**config.mk**
```make
export PLATFORM = sky130hd
export DESIGN_NAME = spbs_cfg
export DESIGN_NICKNAME = d
export VERILOG_FILES = /design/src/design/spbs_pkg.sv /design/src/design/spbs_cfg.sv
export SDC_FILE = /design/constraint.sdc
export NUM_CORES = 1
export LEC_CHECK = 0
export ABC_CLOCK_PERIOD_IN_PS = 1700
export BUFFER_PORTS_ARGS = -buffer_cell sky130_fd_sc_hd__buf_2
export CAP_MARGIN = 20
export CORE_UTILIZATION = 35
export CTS_CLUSTER_DIAMETER = 200
export DETAILED_ROUTE_END_ITERATION = 12
export GPL_TIMING_DRIVEN = 0
export PLACE_DENSITY = 0.71
export SYNTH_ARGS = -nofsm -noshare
export SYNTH_HDL_FRONTEND = slang
export SYNTH_SLANG_ARGS = --single-unit
```
**constraint.sdc**
```tcl
create_clock -name clk_i -period 1.7 [get_ports clk_i]
set_input_delay 0.085 -clock clk_i [delete_from_list [all_inputs] [get_ports clk_i]]
set_output_delay 0.085 -clock clk_i [all_outputs]
set_load 0.05 [all_outputs]
```
**src/design/spbs_pkg.sv**
```systemverilog
// Shared types and constants of the sparse page bitmap set unit.
// Used by spbs_cfg and sparse_page_bitmap_set_unit; depends on nothing.
`default_nettype none
package spbs_pkg;

  localparam int unsigned PAGE_W     = 16;
  localparam int unsigned OFF_W      = 8;
  localparam int unsigned WSEL_W     = 2;
  localparam int unsigned PHYS_W     = 8;
  localparam int unsigned LBLK_W     = PAGE_W - OFF_W;
  localparam int unsigned STORE_AW   = PHYS_W + WSEL_W;
  localparam int unsigned LIMIT_W    = 9;
  localparam int unsigned ANCHOR_W   = PHYS_W + 1;
  localparam int unsigned COUNT_W    = 17;
  localparam int unsigned STATUS_W   = 3;
  localparam int unsigned WORD_W     = 64;
  localparam int unsigned BIT_W      = 6;
  localparam int unsigned PADDR_W    = 3;
  localparam int unsigned PDATA_W    = 32;

  localparam logic [COUNT_W-1:0]  COUNT_MAX   = '1;
  localparam logic [STORE_AW-1:0] CLEAR_LAST  = '1;
  localparam logic [PAGE_W-1:0]   MAX_PAGE_RST    = 16'hFFFF;
  localparam logic [LIMIT_W-1:0]  BLOCK_LIMIT_RST = 9'd256;

  localparam logic REG_MAX_PAGE    = 1'b0;
  localparam logic REG_BLOCK_LIMIT = 1'b1;

  localparam logic [STATUS_W-1:0] ST_OK     = 3'd0;
  localparam logic [STATUS_W-1:0] ST_DUP    = 3'd1;
  localparam logic [STATUS_W-1:0] ST_ABSENT = 3'd2;
  localparam logic [STATUS_W-1:0] ST_RANGE  = 3'd3;
  localparam logic [STATUS_W-1:0] ST_FULL   = 3'd4;

  localparam logic CMD_INSERT = 1'b0;

  typedef enum logic [1:0] {
    S_CLEAR,
    S_IDLE,
    S_ANCH,
    S_BITS
  } state_e;

  typedef struct packed {
    logic [PAGE_W-1:0]  max_page;
    logic [LIMIT_W-1:0] block_limit;
  } cfg_t;

endpackage
`default_nettype wire

```
**src/design/spbs_cfg.sv**
```systemverilog
// APB configuration registers: maximum page number and block limit.
// Depends on spbs_pkg.
`default_nettype none
module spbs_cfg (
  input  wire logic                        clk_i,
  input  wire logic                        rst_ni,
  input  wire logic                        psel,
  input  wire logic                        penable,
  input  wire logic                        pwrite,
  input  wire logic [spbs_pkg::PADDR_W-1:0] paddr,
  input  wire logic [spbs_pkg::PDATA_W-1:0] pwdata,
  output logic      [spbs_pkg::PDATA_W-1:0] prdata,
  output logic                             pready,
  output spbs_pkg::cfg_t                   cfg_o
);
  import spbs_pkg::*;

  logic [PAGE_W-1:0]  max_page_q, max_page_d;
  logic [LIMIT_W-1:0] limit_q, limit_d;
  logic               wr_en;
  logic               reg_sel;

  assign pready  = 1'b1;
  assign wr_en   = psel & penable & pwrite;
  assign reg_sel = paddr[2];

  always_comb begin
    max_page_d = max_page_q;
    limit_d    = limit_q;
    if (wr_en) begin
      unique case (reg_sel)
        REG_MAX_PAGE:    max_page_d = pwdata[PAGE_W-1:0];
        REG_BLOCK_LIMIT: limit_d    = pwdata[LIMIT_W-1:0];
        default: ;
      endcase
    end
  end

  always_comb begin
    unique case (reg_sel)
      REG_MAX_PAGE:    prdata = {{(PDATA_W-PAGE_W){1'b0}}, max_page_q};
      REG_BLOCK_LIMIT: prdata = {{(PDATA_W-LIMIT_W){1'b0}}, limit_q};
      default:         prdata = '0;
    endcase
  end

  always_ff @(posedge clk_i or negedge rst_ni) begin
    if (!rst_ni) begin
      max_page_q <= MAX_PAGE_RST;
      limit_q    <= BLOCK_LIMIT_RST;
    end else begin
      max_page_q <= max_page_d;
      limit_q    <= limit_d;
    end
  end

  assign cfg_o.max_page    = max_page_q;
  assign cfg_o.block_limit = limit_q;

endmodule
`default_nettype wire

```
* After elaboration in Yosys (flattened, before gate mapping)
Cells that the tools add are included.
Operators by class: multiplexer cells 1, bitwise logic cells 3, reduce and logical (&&, ||, !) cells 2
Operator list (number):
- case mux 32 bit (2 select lines) | 1
- AND reduction 2 bit | 2
- bitwise AND 1 bit | 2
- NOT 1 bit | 1
Word-level totals: bits in registers 25, logic and storage cells 8

* Longest topological paths before layout
depth after elaboration 3, mapped depth 4

* Least setup slack after synthesis
OpenSTA, ideal clock, no wires.
path type reg-to-output, start register max_page_q[14], end output port prdata[14] (netlist name), arrival time 1445 ps, slack 170 ps, stages on the path, launching flop included 2, buffers on the path 0, path through dfstp_2 -> nor2b_1
Between the ends: cells in the longest elaborated chain, start to end 1
RTL lines:
- start: declaration | RTL line spbs_cfg.sv:18 | logic [PAGE_W-1:0] max_page_q, max_page_d;
- start signal: assignment | RTL line spbs_cfg.sv:52 | max_page_q <= max_page_d;
- case mux 32 bit (2 select lines) | RTL line spbs_cfg.sv:40 | unique case (reg_sel)
- end: declaration | RTL line spbs_cfg.sv:12 | output logic [spbs_pkg::PDATA_W-1:0] prdata,
No other way between the ends. The select of a mux whose other input is x is not followed.

* Worst setup path in the final report
start register max_page_q[3], end output port prdata[3] (netlist name)
Same word-level chain as after synthesis.

==> flow_summary.yaml <==
synthesis:
  syn_inst: 90
  yosysWarnings: 0
  ys_ff_latch: 25
  synth_top_cell_by_area: "dfstp_2"
  yosysUniqueCellTypes: 11
  synth_area_leaders: "dfstp_2, mux2_2, dfrtp_1"
  synthesis.area_um2: 1310
  yosys.area.top_type_share_pct: 34.1
  ys_seq_area_share_pct: 49.4
  avgSynthCellArea_um2: 14.6
layout:
  layout_commonest_cell: "buf_2"
  layout_common_cells: "buf_2, mux2_2, buf_4, conb_1, dfstp_2"
  layout.nets: 212
  fillers: 314
  design_area_um2: 1780
  area_delta_synth_final_pct: 36.2
  antennaDiodeCount: 0
  layout.cells.non_filler: 217
  layout-drive-gt1-share_pct: 80.1
floorplanning:
  die_w_um: 63.2
  start_util_pct: 37.8
  core_area_um2: 3470
  rows: 21
  die-area_um2: 3990
  io_pins: 98
  die_h_um: 63.2
setup_path:
  cp_max_fo: 3
  cp_cell_sequence: "mux2_2 > buf_2"
  cp_data_arrival_time_ns: 1.21
  critPathLaunchType: "register"
  rr_worst_depth: 1
  cp_data_required_time_ns: 1.62
  cpPeakStageDelay_ns: 0.56
  path_class: "reg -> out"
  slowest_stage: "dfstp_2"
  r2r_start: "limit_q[1]$_DFFE_PN0P_"
  worstSetupEndpointType: "primary output"
  r2r_slack_ns: 0.93
  reg2reg_to: "limit_q[1]$_DFFE_PN0P_"
placed_design:
  postPlaceCellArea_um2: 1730
  gp_congestion: 0.643
  numPortBuffers: 61
  dp.cells: 212
  dp_slack_ns: 0.565
  dpl.hpwl_um: 1970
timing:
  worst_pin_slew_ns: 0.536
  max-slew-margin-rel_pct: 64.2
  tns_ns: 0
  fmax_mhz: 770
  fin_ws_ns: 0.401
  post-route-min-period_ns: 1.30
  slew_viol_final: 0
  rsz0062_at_grt: "false"
  fin_skew_ns: 0
  period_share_pct: 76.4
  hold_viol_final: 0
  setup_violations: 0
power:
  p_leak_nw: 0.954
  power_w: 0.00261
  p_int_w: 0.00133
  p_sw_w: 0.00127
  clkPwrFrac_pct: 13.4
  p_per_area_nw_per_um2: 1460
  switching_share_pct: 48.9
  pwr-share-comb_pct: 52.6
  vdd_drop_max_mv: 0.742
  seqPwrFrac_pct: 34.0
clock_tree:
  clockBufferDepth: 2
  post-cts-setup-buffers: 0
  clock-sinks: 25
  cts-root-buf: "clkbuf_8"
  clock_latency_ns: 0.26
  htreeDepth: 1
  cts_tree: "built"
  clk_pin_slew_ns: 0.09
  cts_buffers: 3
job:
  max_cap_violations: 0
worst_hold_path:
  worstHoldPathType: "in -> reg"
  min_path_cells: 2
  hold_start: "pwdata[9]"
  whs_endpoint: "max_page_q[9]$_DFFE_PN1P_"
grt:
  antenna_found_initial: 0
  grt_overflow: 0
  grt_max_degree: 26
  grt_usage_pct: 13.6
  grt_pass1_vias: 903
  grt_pass1_wl_um: 4230
route:
  drtIter0Drc: 3
  finalWirelength_um: 2650
  firstDrtPassIters: 4
  vias_per_cell: 4.34
  vias: 942
  drtAntennaViolNets: 0
  avgRoutedWirePerCell_um: 12.2
  remaining_drc_errors: 0
status:
  status: "finished clean"
==> worst max-delay path, delay by kind of cell (launching register included) <==
family	cells	cell delay (ns)
buf+inv	1	0.25
flops	1	0.56
mux	1	0.14
==> synth_stat cells <==
cell type,n
mux2_2,24
buf_4,17
dfstp_2,17
mux2_4,10
dfrtp_1,8
nor2b_1,7
buf_6,2
conb_1,2
buf_2,1
nand4_2,1
nand4b_4,1
==> what timing repair did <==
action | in CTS | in global routing
hold endpoints to repair | 8 | 0
hold buffers | 1 | 0
gates resized for setup | 0 | 0
setup endpoints to repair | 0 | 0
==> registers in the layout (all words and copies together) (netlist names) <==
signal and flops:
max_page_q 16, limit_q 9
==> worst max path at each step <==
| stage | start | to | slack, ns | cells after the start |
|---|---|---|---|---|
| floorplan | max_page_q[14]$_DFFE_PN1P_ | prdata[14] | 0.17 | 1 |
| global placement | paddr[2] | prdata[8] | 0.58 | 4 |
| detailed placement | paddr[2] | prdata[8] | 0.56 | 4 |
| CTS | max_page_q[3]$_DFFE_PN1P_ | prdata[3] | 0.39 | 2 |
| global route | max_page_q[14]$_DFFE_PN1P_ | prdata[14] | 0.33 | 2 |
| finish | max_page_q[3]$_DFFE_PN1P_ | prdata[3] | 0.40 | 2 |
==> cell type report <==
cell class | instances | area, um^2 | area share [%]
Sequential cell | 25 | 647 | 36.3
Multi-Input combinational cell | 60 | 564 | 31.6
Timing Repair Buffer | 62 | 315 | 17.7
Buffer | 20 | 155 | 8.70
Tap cell | 46 | 57.6 | 3.23
Clock buffer | 4 | 45.0 | 2.52
==> stage by stage <==
stage / hold WS (ns) / utilization [%]
floorplan: -0.211 / -
global placement: 0.0955 / 49.9
detailed placement: 0.104 / 49.9
CTS: 0.0501 / 51.4
global route: 0.0461 / 51.4
finish: 0.0521 / 51.4
==> power groups by stage <==
stage / Combinational (W) / Clock, W / Sequential [W]
6_report: 0.00137 / 0.000349 / 0.000887
5_1_grt: 0.00142 / 0.000390 / 0.000906
4_1_cts: 0.00138 / 0.000366 / 0.000886
3_5_place_dp: 0.00138 / 0 / 0.000892
3_3_place_gp: 0.00137 / 0 / 0.000880
2_1_floorplan: 0.000631 / 0 / 0.00137
==> kinds of logic (layout without fill, tap and decap cells) <==
group,Yosys count,after routing,share of synthesized area [%]
flops,25,25,49.4
buf+inv,20,86,11.8
other cells,2,17,0.573
simple gates,9,9,6.11
mux,34,34,32.1
==> layer usage <==
| layer | global-route usage, % | wire length (um) | up-vias |
|---|---|---|---|
| met2 | 24.2 | 1320 | 52 |
| met4 | 4.26 | 8 | 0 |
| met5 | 0 | 0 | - |
| met1 | 16.3 | 1130 | 453 |
| li1 | - | - | 435 |
| met3 | 2.90 | 195 | 2 |
No activity file was read; power rests on OpenSTA's default activity.
